<file path="src/rtl/core/gdcg_pkg.sv">
package gdcg_pkg;

    localparam int unsigned CFG_IDX_W = 2;
    localparam int unsigned UPC_W     = 5;
    localparam int unsigned STROKE_W  = 6;
    localparam int unsigned COUNT_W   = 3;

    // register indexes on the configuration channel
    localparam logic [CFG_IDX_W-1:0] REG_LINE_OPCODE  = 2'd0;
    localparam logic [CFG_IDX_W-1:0] REG_RECT_OPCODE  = 2'd1;
    localparam logic [CFG_IDX_W-1:0] REG_CLEAR_OPCODE = 2'd2;

    localparam logic [7:0] LINE_OPCODE_RST  = 8'd33;
    localparam logic [7:0] RECT_OPCODE_RST  = 8'd34;
    localparam logic [7:0] CLEAR_OPCODE_RST = 8'd37;

    localparam logic [7:0] ROW_FLIP     = 8'd63;
    localparam logic [7:0] TRACE_OFFSET = 8'd13;

    typedef enum logic [1:0] {
        CMD_CLEAR = 2'd0,
        CMD_TRACE = 2'd1,
        CMD_DIGIT = 2'd2,
        CMD_CHAR  = 2'd3
    } cmd_t;

    // byte source selected by a microcode word
    typedef enum logic [3:0] {
        SRC_CLEAR_OP,
        SRC_LINE_OP,
        SRC_STROKE_OP,
        SRC_X0,
        SRC_Y0,
        SRC_X1,
        SRC_Y1,
        SRC_TRACE_R0,
        SRC_TRACE_R1,
        SRC_COL0,
        SRC_ROW0,
        SRC_COL1,
        SRC_ROW1,
        SRC_ONES,
        SRC_ZERO,
        SRC_FILL
    } src_t;

    // sequencing after the current step
    typedef enum logic [1:0] {
        SEQ_NEXT,
        SEQ_END,
        SEQ_RECT_BR,
        SEQ_LOOP
    } seq_t;

    typedef struct packed {
        src_t src;
        seq_t seq;
    } uword_t;

    localparam logic [UPC_W-1:0] UC_CLEAR  = 5'd0;
    localparam logic [UPC_W-1:0] UC_TRACE  = 5'd5;
    localparam logic [UPC_W-1:0] UC_STROKE = 5'd13;
    localparam logic [UPC_W-1:0] UC_LAST   = 5'd23;

    typedef struct packed {
        logic       rect;
        logic [2:0] c0;
        logic [3:0] r0;
        logic [2:0] c1;
        logic [3:0] r1;
        logic       fill;
    } stroke_t;

    typedef struct packed {
        logic                ok;
        logic [STROKE_W-1:0] first;
        logic [COUNT_W-1:0]  count;
    } range_t;

    function automatic uword_t uw(input src_t src, input seq_t seq);
        uword_t w;
        w.src = src;
        w.seq = seq;
        return w;
    endfunction

    function automatic uword_t ucode(input logic [UPC_W-1:0] upc);
        uword_t w;
        unique case (upc)
            5'd0:    w = uw(SRC_CLEAR_OP, SEQ_NEXT);
            5'd1:    w = uw(SRC_X0, SEQ_NEXT);
            5'd2:    w = uw(SRC_Y0, SEQ_NEXT);
            5'd3:    w = uw(SRC_X1, SEQ_NEXT);
            5'd4:    w = uw(SRC_Y1, SEQ_END);
            5'd5:    w = uw(SRC_LINE_OP, SEQ_NEXT);
            5'd6:    w = uw(SRC_X0, SEQ_NEXT);
            5'd7:    w = uw(SRC_TRACE_R0, SEQ_NEXT);
            5'd8:    w = uw(SRC_X0, SEQ_NEXT);
            5'd9:    w = uw(SRC_TRACE_R1, SEQ_NEXT);
            5'd10:   w = uw(SRC_ONES, SEQ_NEXT);
            5'd11:   w = uw(SRC_ZERO, SEQ_NEXT);
            5'd12:   w = uw(SRC_ZERO, SEQ_END);
            5'd13:   w = uw(SRC_STROKE_OP, SEQ_NEXT);
            5'd14:   w = uw(SRC_COL0, SEQ_NEXT);
            5'd15:   w = uw(SRC_ROW0, SEQ_NEXT);
            5'd16:   w = uw(SRC_COL1, SEQ_NEXT);
            5'd17:   w = uw(SRC_ROW1, SEQ_NEXT);
            5'd18:   w = uw(SRC_ONES, SEQ_NEXT);
            5'd19:   w = uw(SRC_ONES, SEQ_NEXT);
            5'd20:   w = uw(SRC_ONES, SEQ_RECT_BR);
            5'd21:   w = uw(SRC_FILL, SEQ_NEXT);
            5'd22:   w = uw(SRC_FILL, SEQ_NEXT);
            5'd23:   w = uw(SRC_FILL, SEQ_LOOP);
            default: w = uw(SRC_ZERO, SEQ_END);
        endcase
        return w;
    endfunction

    function automatic stroke_t mk(input int rect, input int c0, input int r0,
                                   input int c1, input int r1, input int fill);
        stroke_t s;
        s.rect = rect[0];
        s.c0   = 3'(c0);
        s.r0   = 4'(r0);
        s.c1   = 3'(c1);
        s.r1   = 4'(r1);
        s.fill = fill[0];
        return s;
    endfunction

    function automatic stroke_t stroke_rom(input logic [STROKE_W-1:0] idx);
        stroke_t s;
        case (idx)
            6'd0:    s = mk(1, 0, 0, 4, 8, 0);   // digit 0
            6'd1:    s = mk(0, 2, 0, 2, 8, 0);   // digit 1
            6'd2:    s = mk(0, 0, 0, 4, 0, 0);   // digit 2
            6'd3:    s = mk(0, 0, 4, 4, 4, 0);
            6'd4:    s = mk(0, 0, 8, 4, 8, 0);
            6'd5:    s = mk(0, 4, 0, 4, 4, 0);
            6'd6:    s = mk(0, 0, 4, 0, 8, 0);
            6'd7:    s = mk(0, 0, 0, 4, 0, 0);   // digit 3
            6'd8:    s = mk(0, 0, 4, 4, 4, 0);
            6'd9:    s = mk(0, 0, 8, 4, 8, 0);
            6'd10:   s = mk(0, 4, 0, 4, 8, 0);
            6'd11:   s = mk(0, 0, 0, 0, 4, 0);   // digit 4
            6'd12:   s = mk(0, 0, 4, 4, 4, 0);
            6'd13:   s = mk(0, 4, 0, 4, 8, 0);
            6'd14:   s = mk(0, 0, 0, 4, 0, 0);   // digit 5
            6'd15:   s = mk(0, 0, 4, 4, 4, 0);
            6'd16:   s = mk(0, 0, 8, 4, 8, 0);
            6'd17:   s = mk(0, 0, 0, 0, 4, 0);
            6'd18:   s = mk(0, 4, 4, 4, 8, 0);
            6'd19:   s = mk(0, 0, 0, 4, 0, 0);   // digit 6
            6'd20:   s = mk(0, 0, 4, 4, 4, 0);
            6'd21:   s = mk(0, 0, 8, 4, 8, 0);
            6'd22:   s = mk(0, 0, 0, 0, 8, 0);
            6'd23:   s = mk(0, 4, 4, 4, 8, 0);
            6'd24:   s = mk(0, 0, 0, 4, 0, 0);   // digit 7
            6'd25:   s = mk(0, 4, 0, 0, 8, 0);
            6'd26:   s = mk(1, 0, 0, 4, 8, 0);   // digit 8
            6'd27:   s = mk(0, 0, 4, 4, 4, 0);
            6'd28:   s = mk(1, 0, 0, 4, 4, 0);   // digit 9
            6'd29:   s = mk(0, 4, 4, 4, 8, 0);
            6'd30:   s = mk(1, 0, 0, 3, 3, 0);   // o
            6'd31:   s = mk(0, 0, 0, 4, 0, 0);   // C
            6'd32:   s = mk(0, 0, 8, 4, 8, 0);
            6'd33:   s = mk(0, 0, 0, 0, 8, 0);
            6'd34:   s = mk(1, 0, 4, 4, 8, 0);   // b
            6'd35:   s = mk(0, 0, 0, 0, 8, 0);
            6'd36:   s = mk(1, 0, 4, 4, 8, 0);   // p
            6'd37:   s = mk(0, 0, 8, 0, 11, 0);
            6'd38:   s = mk(0, 0, 4, 0, 8, 0);   // m
            6'd39:   s = mk(0, 4, 4, 4, 8, 0);
            6'd40:   s = mk(0, 2, 6, 2, 8, 0);
            6'd41:   s = mk(0, 0, 4, 2, 6, 0);
            6'd42:   s = mk(0, 2, 6, 4, 4, 0);
            6'd43:   s = mk(1, 1, 7, 2, 8, 1);   // full stop, white fill
            6'd44:   s = mk(0, 0, 4, 4, 4, 0);   // minus
            default: s = mk(0, 0, 0, 0, 0, 0);
        endcase
        return s;
    endfunction

    function automatic range_t rng(input int first, input int count);
        range_t r;
        r.ok    = (count != 0);
        r.first = 6'(first);
        r.count = 3'(count);
        return r;
    endfunction

    function automatic range_t glyph_range(input logic is_char, input logic [7:0] g);
        range_t r;
        if (!is_char) begin
            case (g)
                8'd0:    r = rng(0, 1);
                8'd1:    r = rng(1, 1);
                8'd2:    r = rng(2, 5);
                8'd3:    r = rng(7, 4);
                8'd4:    r = rng(11, 3);
                8'd5:    r = rng(14, 5);
                8'd6:    r = rng(19, 5);
                8'd7:    r = rng(24, 2);
                8'd8:    r = rng(26, 2);
                8'd9:    r = rng(28, 2);
                default: r = rng(0, 0);
            endcase
        end else begin
            case (g)
                8'h6F:   r = rng(30, 1);
                8'h43:   r = rng(31, 3);
                8'h62:   r = rng(34, 2);
                8'h70:   r = rng(36, 2);
                8'h6D:   r = rng(38, 5);
                8'h2E:   r = rng(43, 1);
                8'h2D:   r = rng(44, 1);
                default: r = rng(0, 0);
            endcase
        end
        return r;
    endfunction

endpackage

</file>
<file path="src/rtl/core/gdcg_ifs.sv">
interface gdcg_req_if;
    logic       valid;
    logic       ready;
    logic [1:0] cmd;
    logic [7:0] x0;
    logic [7:0] y0;
    logic [7:0] x1;
    logic [7:0] y1;
    logic [7:0] glyph;

    modport source (output valid, cmd, x0, y0, x1, y1, glyph, input ready);
    modport sink   (input valid, cmd, x0, y0, x1, y1, glyph, output ready);
endinterface

interface gdcg_byte_if;
    logic       valid;
    logic       ready;
    logic [7:0] cmd_byte;
    logic       last;

    modport source (output valid, cmd_byte, last, input ready);
    modport sink   (input valid, cmd_byte, last, output ready);
endinterface

interface gdcg_cfg_if;
    logic       valid;
    logic       ready;
    logic [1:0] index;
    logic [7:0] data;

    modport source (output valid, index, data, input ready);
    modport sink   (input valid, index, data, output ready);
endinterface

</file>
<file path="src/rtl/core/glyph_draw_command_generator_unit.sv">
// Channel  Dir  Payload                        Transfer
// req      in   cmd, x0, y0, x1, y1, glyph     valid & ready
// bytes    out  cmd_byte, last                 valid & ready
// cfg      in   index, data                    valid & ready (always ready)
//
// One command byte per cycle from the microcode sequencer while bytes is not
// stalled, once the request is taken: 5 bytes for a clear, 8 for a trace
// segment, and for a glyph 8 per line stroke or 11 per rectangle stroke.
// A new request is taken the cycle after the last byte enters the output
// register; a glyph with no strokes is taken and produces nothing.
// Reset restores the three opcodes and empties the sequencer and output.
// A stall on bytes holds the sequencer on its current step.
module glyph_draw_command_generator_unit (
    input  logic       clk,
    input  logic       rst_n,
    gdcg_req_if.sink   req,
    gdcg_byte_if.source bytes,
    gdcg_cfg_if.sink   cfg
);
    import gdcg_pkg::*;

    logic [7:0]          line_op_reg, rect_op_reg, clear_op_reg;
    logic [7:0]          x0_reg, y0_reg, x1_reg, y1_reg;
    logic                busy_reg, busy_next;
    logic [UPC_W-1:0]    upc_reg, upc_next;
    logic [STROKE_W-1:0] idx_reg, idx_next;
    logic [COUNT_W-1:0]  left_reg, left_next;
    logic                out_valid_reg;
    logic [7:0]          out_byte_reg;
    logic                out_last_reg;

    logic       req_xfer;
    logic       advance;
    logic       loop_pt;
    logic       fin;
    uword_t     w;
    stroke_t    s;
    range_t     gr;
    logic [7:0] row;
    logic [7:0] byte_sel;

    assign cfg.ready = 1'b1;
    assign req.ready = !busy_reg;
    assign req_xfer  = req.valid && !busy_reg;

    always_ff @(posedge clk or negedge rst_n)
    begin
        if (!rst_n)
        begin
            line_op_reg  <= LINE_OPCODE_RST;
            rect_op_reg  <= RECT_OPCODE_RST;
            clear_op_reg <= CLEAR_OPCODE_RST;
        end
        else if (cfg.valid)
        begin
            unique case (cfg.index)
                REG_LINE_OPCODE:  line_op_reg  <= cfg.data;
                REG_RECT_OPCODE:  rect_op_reg  <= cfg.data;
                REG_CLEAR_OPCODE: clear_op_reg <= cfg.data;
                default: ;
            endcase
        end
    end

    always_ff @(posedge clk)
    begin
        if (req_xfer)
        begin
            x0_reg <= req.x0;
            y0_reg <= req.y0;
            x1_reg <= req.x1;
            y1_reg <= req.y1;
        end
    end

    assign w       = ucode(upc_reg);
    assign s       = stroke_rom(idx_reg);
    assign gr      = glyph_range(req.cmd[0], req.glyph);
    assign row     = ROW_FLIP - y0_reg;
    assign advance = busy_reg && (!out_valid_reg || bytes.ready);
    assign loop_pt = (w.seq == SEQ_LOOP) || ((w.seq == SEQ_RECT_BR) && !s.rect);
    assign fin     = (w.seq == SEQ_END) || (loop_pt && (left_reg == COUNT_W'(1)));

    always_comb
    begin
        unique case (w.src)
            SRC_CLEAR_OP:  byte_sel = clear_op_reg;
            SRC_LINE_OP:   byte_sel = line_op_reg;
            SRC_STROKE_OP: byte_sel = s.rect ? rect_op_reg : line_op_reg;
            SRC_X0:        byte_sel = x0_reg;
            SRC_Y0:        byte_sel = y0_reg;
            SRC_X1:        byte_sel = x1_reg;
            SRC_Y1:        byte_sel = y1_reg;
            SRC_TRACE_R0:  byte_sel = y0_reg + TRACE_OFFSET;
            SRC_TRACE_R1:  byte_sel = y1_reg + TRACE_OFFSET;
            SRC_COL0:      byte_sel = x0_reg + {5'd0, s.c0};
            SRC_ROW0:      byte_sel = row + {4'd0, s.r0};
            SRC_COL1:      byte_sel = x0_reg + {5'd0, s.c1};
            SRC_ROW1:      byte_sel = row + {4'd0, s.r1};
            SRC_ONES:      byte_sel = 8'hFF;
            SRC_ZERO:      byte_sel = 8'h00;
            SRC_FILL:      byte_sel = s.fill ? 8'hFF : 8'h00;
            default:       byte_sel = 8'h00;
        endcase
    end

    always_comb
    begin
        busy_next = busy_reg;
        upc_next  = upc_reg;
        idx_next  = idx_reg;
        left_next = left_reg;
        if (req_xfer)
        begin
            unique case (cmd_t'(req.cmd))
                CMD_CLEAR:
                begin
                    busy_next = 1'b1;
                    upc_next  = UC_CLEAR;
                end
                CMD_TRACE:
                begin
                    busy_next = 1'b1;
                    upc_next  = UC_TRACE;
                end
                default:
                begin
                    // unknown glyph: taken, nothing emitted
                    busy_next = gr.ok;
                    upc_next  = UC_STROKE;
                    idx_next  = gr.first;
                    left_next = gr.count;
                end
            endcase
        end
        else if (advance)
        begin
            if (fin)
            begin
                busy_next = 1'b0;
            end
            else if (loop_pt)
            begin
                upc_next  = UC_STROKE;
                idx_next  = idx_reg + STROKE_W'(1);
                left_next = left_reg - COUNT_W'(1);
            end
            else
            begin
                upc_next = upc_reg + UPC_W'(1);
            end
        end
    end

    always_ff @(posedge clk or negedge rst_n)
    begin
        if (!rst_n)
        begin
            busy_reg  <= 1'b0;
            upc_reg   <= UC_CLEAR;
            idx_reg   <= '0;
            left_reg  <= '0;
        end
        else
        begin
            busy_reg  <= busy_next;
            upc_reg   <= upc_next;
            idx_reg   <= idx_next;
            left_reg  <= left_next;
        end
    end

    always_ff @(posedge clk or negedge rst_n)
    begin
        if (!rst_n)
        begin
            out_valid_reg <= 1'b0;
        end
        else if (advance)
        begin
            out_valid_reg <= 1'b1;
        end
        else if (bytes.ready)
        begin
            out_valid_reg <= 1'b0;
        end
    end

    always_ff @(posedge clk)
    begin
        if (advance)
        begin
            out_byte_reg <= byte_sel;
            out_last_reg <= fin;
        end
    end

    assign bytes.valid    = out_valid_reg;
    assign bytes.cmd_byte = out_byte_reg;
    assign bytes.last     = out_last_reg;

    a_upc_range: assert property (@(posedge clk) disable iff (!rst_n)
        busy_reg |-> upc_reg <= UC_LAST)
        else $error("microcode step out of range");

    a_stroke_left: assert property (@(posedge clk) disable iff (!rst_n)
        (busy_reg && upc_reg >= UC_STROKE) |-> left_reg != '0)
        else $error("glyph step with no stroke left");

    a_fin_last: assert property (@(posedge clk) disable iff (!rst_n)
        (advance && fin) |=> (out_valid_reg && out_last_reg && !busy_reg))
        else $error("final byte not flagged or sequencer still running");

    a_no_take_busy: assert property (@(posedge clk) disable iff (!rst_n)
        (advance && !fin) |=> busy_reg)
        else $error("sequencer stopped before final byte");

endmodule
</file>
<file path="src/flat_wrapper.sv">
// flat-port wrapper written by rule: the top's interface ports become plain ports
module glyph_draw_command_generator_unit_flat import gdcg_pkg::*;
  (clk, rst_n, req_valid, req_cmd, req_x0, req_y0, req_x1, req_y1, req_glyph, req_ready, bytes_valid, bytes_cmd_byte, bytes_last, bytes_ready, cfg_valid, cfg_index, cfg_data, cfg_ready);
  gdcg_req_if req_i ();
  gdcg_byte_if bytes_i ();
  gdcg_cfg_if cfg_i ();
  input  logic clk;
  input  logic rst_n;
  input wire logic [$bits(req_i.valid)-1:0] req_valid;
  input wire logic [$bits(req_i.cmd)-1:0] req_cmd;
  input wire logic [$bits(req_i.x0)-1:0] req_x0;
  input wire logic [$bits(req_i.y0)-1:0] req_y0;
  input wire logic [$bits(req_i.x1)-1:0] req_x1;
  input wire logic [$bits(req_i.y1)-1:0] req_y1;
  input wire logic [$bits(req_i.glyph)-1:0] req_glyph;
  output wire logic [$bits(req_i.ready)-1:0] req_ready;
  output wire logic [$bits(bytes_i.valid)-1:0] bytes_valid;
  output wire logic [$bits(bytes_i.cmd_byte)-1:0] bytes_cmd_byte;
  output wire logic [$bits(bytes_i.last)-1:0] bytes_last;
  input wire logic [$bits(bytes_i.ready)-1:0] bytes_ready;
  input wire logic [$bits(cfg_i.valid)-1:0] cfg_valid;
  input wire logic [$bits(cfg_i.index)-1:0] cfg_index;
  input wire logic [$bits(cfg_i.data)-1:0] cfg_data;
  output wire logic [$bits(cfg_i.ready)-1:0] cfg_ready;
  assign req_i.valid = req_valid;
  assign req_i.cmd = req_cmd;
  assign req_i.x0 = req_x0;
  assign req_i.y0 = req_y0;
  assign req_i.x1 = req_x1;
  assign req_i.y1 = req_y1;
  assign req_i.glyph = req_glyph;
  assign req_ready = req_i.ready;
  assign bytes_valid = bytes_i.valid;
  assign bytes_cmd_byte = bytes_i.cmd_byte;
  assign bytes_last = bytes_i.last;
  assign bytes_i.ready = bytes_ready;
  assign cfg_i.valid = cfg_valid;
  assign cfg_i.index = cfg_index;
  assign cfg_i.data = cfg_data;
  assign cfg_ready = cfg_i.ready;
  glyph_draw_command_generator_unit u_core (.clk(clk), .rst_n(rst_n), .req(req_i), .bytes(bytes_i), .cfg(cfg_i));
endmodule
</file>
<file path="config.mk">
export PLATFORM = sky130hd
export DESIGN_NAME = glyph_draw_command_generator_unit_flat
export DESIGN_NICKNAME = d
export VERILOG_FILES = /design/src/rtl/core/gdcg_pkg.sv /design/src/rtl/core/gdcg_ifs.sv /design/src/rtl/core/glyph_draw_command_generator_unit.sv /design/src/flat_wrapper.sv
export SDC_FILE = /design/constraint.sdc
export NUM_CORES = 1
export LEC_CHECK = 0
export ABC_CLOCK_PERIOD_IN_PS = 9400
export CAP_MARGIN = 15
export CORE_ASPECT_RATIO = 1.2
export CORE_MARGIN = 2
export CORE_UTILIZATION = 30
export CTS_CLUSTER_DIAMETER = 100
export DETAILED_ROUTE_END_ITERATION = 8
export DONT_BUFFER_PORTS = 1
export GPL_TIMING_DRIVEN = 0
export PLACE_DENSITY = 0.44
export SLEW_MARGIN = 20
export SYNTH_ARGS = -nofsm -noshare
export SYNTH_HDL_FRONTEND = slang
export SYNTH_SLANG_ARGS = --single-unit
</file>
<file path="constraint.sdc">
create_clock -name clk -period 9.4 [get_ports clk]
set_input_delay 0.94 -clock clk [delete_from_list [all_inputs] [get_ports clk]]
set_output_delay 0.94 -clock clk [all_outputs]
set_load 0.005 [all_outputs]
</file>
==> reports/results.tsv <==
stage	metric	value	unit
yosys	post-synthesis net count	739	
route	Final ANT Viol Nets	0	
place	I/O Buffers	0	
floorplanning	num ports	69	
layout	commonest non-fill, non-tap cells in the layout	61 x nand2_1, 45 x o21ai_0, 44 x nor2_1, 41 x a21oi_1, 41 x edfxtp_1	
clock_network	setup repair bufs after CTS	0	
yosys	Most used DFF post-synth	edfxtp_1	
yosys	Mapped Avg Cell Area	9.41	um2
global_route	initial antenna violation count	0	
sta	min cycle time layout	4.88	ns
critical_path	reg-to-reg startpoint	u_core.upc_reg[1]	
yosys	Syn Inst Count	646	
clock_network	CTS clk-pin slew, worst paths	0.07	ns
layout	# nets final	751	
yosys	FF+latch count, synth	81	
floorplanning	Core ar.	20000	um2
job	MaxCap Viol Count	0	
yosys	Mapped Area	6080	um2
sta	setup TNS	0	ns
sta	skew final	0.0105	ns
yosys	top cell type's share of synthesized area	20.3	%
layout	fill cell count	2073	
clock_network	depth of the CTS H-tree	3	
place	HPWL Detailed	14200	um
critical_path	Crit. End Element	flip-flop	
power	Worst VDD drop	0.000128	V
floorplanning	Die Wd	134	um
clock_network	clk sinks	81	
sta	final hold vios	0	
critical_path	terminus of the critical flop-to-flop path	u_core.bytes.cmd_byte[6]	
floorplanning	initial core utilization	30.3	%
clock_network	CTS tree	done	
place	post-place instance area	6430	um2
route	Via-to-Cell Ratio	5.41	
sta	worst slew pin tran	0.795	ns
global_route	global route overflow	0	
layout	multi-input logic area	3580	um2
clock_network	number of hold buffers added after CTS	0	
route	1st-iter DRT viols	341	
global_route	first-pass GRT wire length	28700	um
critical_path	Data required, critical path	9.48	ns
route	WL final	18300	um
clock_network	worst skew pair latency	0.35	ns
layout	fraction of layout cells with a size suffix above 1	14.6	%
route	drt wl/cell	19.7	um
layout	Final Instance Area	6770	um2
clock_network	Max clock buf depth	2	
yosys	synth unique cells	87	
sta	final setup vio count	0	
outcome	status	finished clean	
critical_path	CP endpoint	u_core.bytes.cmd_byte[6]	
layout	Area Growth Syn to Fin	11.4	%
critical_path	crit start category	flip-flop	
route	Vias	5017	
yosys	Post-synth EDFFs	41	
power	power density cells	375	nW/um2
place	Final GP Congestion	0.938	
clock_network	total CTS buffers	9	
critical_path	reg2reg path depth	19	
floorplanning	Die Footprint	21400	um2
global_route	largest net degree at the start of global routing	41	
worst_hold_path	HP Class	in2async	
floorplanning	die height	160	um
floorplanning	Rows	57	
power	Final Power	2.54	mW
yosys	sequential area share after synthesis	36.9	%
global_route	number of global-route vias before repair	5034	
yosys	post-synth top area cell	edfxtp_1	
clock_network	CTS Root Cell	clkbuf_16	
critical_path	CP max FO	9	
yosys	asr flop ratio synth	49.4	%
yosys	YS warnings	0	
critical_path	setup slack, reg-to-reg	4.52	ns
global_route	Total GRT Usage	17.4	%
sta	max_slew headroom	46.7	%
critical_path	Worst Setup Path Type	reg2reg	
layout	Antenna Cells	0	
critical_path	Worst setup startpoint	u_core.upc_reg[1]	
sta	Slew Limit Fails	0	
critical_path	CP Data Arrival Time	4.97	ns
layout	Register Area	2240	um2
yosys	synth top area cells	edfxtp_1 20%, dfrtp_1 14%, ha_1 7.0%	
power	static leakage	2.60	nW
clock_network	cells resized by post-CTS repair	0	
route	DRT Pass-1 Iters	5	
sta	RSZ-0062 raised after global routing	false	
route	DRC	0	
layout	most common cell after layout, fill and taps aside	nand2_1	
sta	period utilization	51.9	%
sta	max frequency	0.205	GHz
==> area by class of cell <==
class                      count  share of cell area [%]
sequential                    81                    33.1
timing repair buffer           1                   0.296
inverter                      35                    1.94
clock buffer                  12                    4.12
tap                          265                    4.90
buffer                        27                    1.94
multi-input combinational    503                    52.9
clock inverter                 4                   0.795
==> cells in the mapped netlist, drive strengths merged (4+ instances only) <==
cell type  count
a211oi         5
a21boi         4
a21o           4
a21oi         43
a221oi         7
a22oi          5
a31oi         13
and2           6
and3           6
buf           16
clkbuf        11
dfrtp         33
dfstp          7
edfxtp        41
ha            34
inv           35
mux2          29
mux2i         21
nand2         62
nand2b        10
nand3         22
nand3b         5
nand4          4
nor2          48
nor2b          9
nor3          17
nor3b          4
o211ai         6
o21ai         49
xnor2         13
xor2           7
==> logic make-up after synthesis <==
family,synth area share (%)
flip-flops,36.9
AND/OR/NAND/NOR,17.7
XOR/XNOR,3.01
adder cells (fa/ha/maj),7.66
AO/OA/AOI/OAI,21.5
buffers and inverters,4.30
other,0.0617
multiplexers,8.83
==> layer usage <==
layer	share of wire (%)	up-vias	wire (um)	global-route usage [%]
li1	-	2411	-	-
met1	42	2447	7690	21.2
met2	52	134	9460	31.0
met3	4.3	25	789	3.30
met4	1.7	0	312	5.37
met5	0	-	0	0
==> worst min path at each step <==
stage | endpoint | cells past startpoint
final | u_core.left_reg[0] | 0
after global placement | u_core.left_reg[0] | 1
after floorplan | u_core.left_reg[0] | 1
after CTS | u_core.clear_op_reg[6] | 0
after detailed placement | u_core.left_reg[0] | 1
after global routing | u_core.clear_op_reg[6] | 0
==> report_power, final <==
part	switching, mW	leakage, nW	internal [mW]
clock network	0.152	0.164	0.240
registers	0.0871	0.848	0.508
logic	0.978	1.59	0.573
==> worst max-delay path, stage by stage (launching register included) <==
cell	delay (ns)
dfrtp_1	0.53
inv_1	0.16
ha_1	0.23
a21o_1	0.21
a221o_1	0.49
a21oi_4	0.26
nand2_1	0.28
nor2_2	0.30
mux2i_1	0.23
ha_1	0.18
inv_1	0.05
fa_1	0.40
nor2b_1	0.12
o21a_1	0.15
nand3_1	0.10
and3_1	0.19
o21ai_0	0.12
o311ai_0	0.21
nor3_1	0.24
o32ai_1	0.13
==> stage by stage <==
stage / cells / worst slack, ns / hold slack [ns] / util, %
floorplan: 646 / 5.40 / 0.463 / -
global placement: 911 / 4.59 / 0.488 / 32.0
detailed placement: 912 / 4.56 / 0.493 / 32.1
CTS: 928 / 4.53 / 0.258 / 33.8
global route: 928 / 4.06 / 0.259 / 33.8
finish: 928 / 4.52 / 0.276 / 33.8
Power figures use the tool's default switching activity.
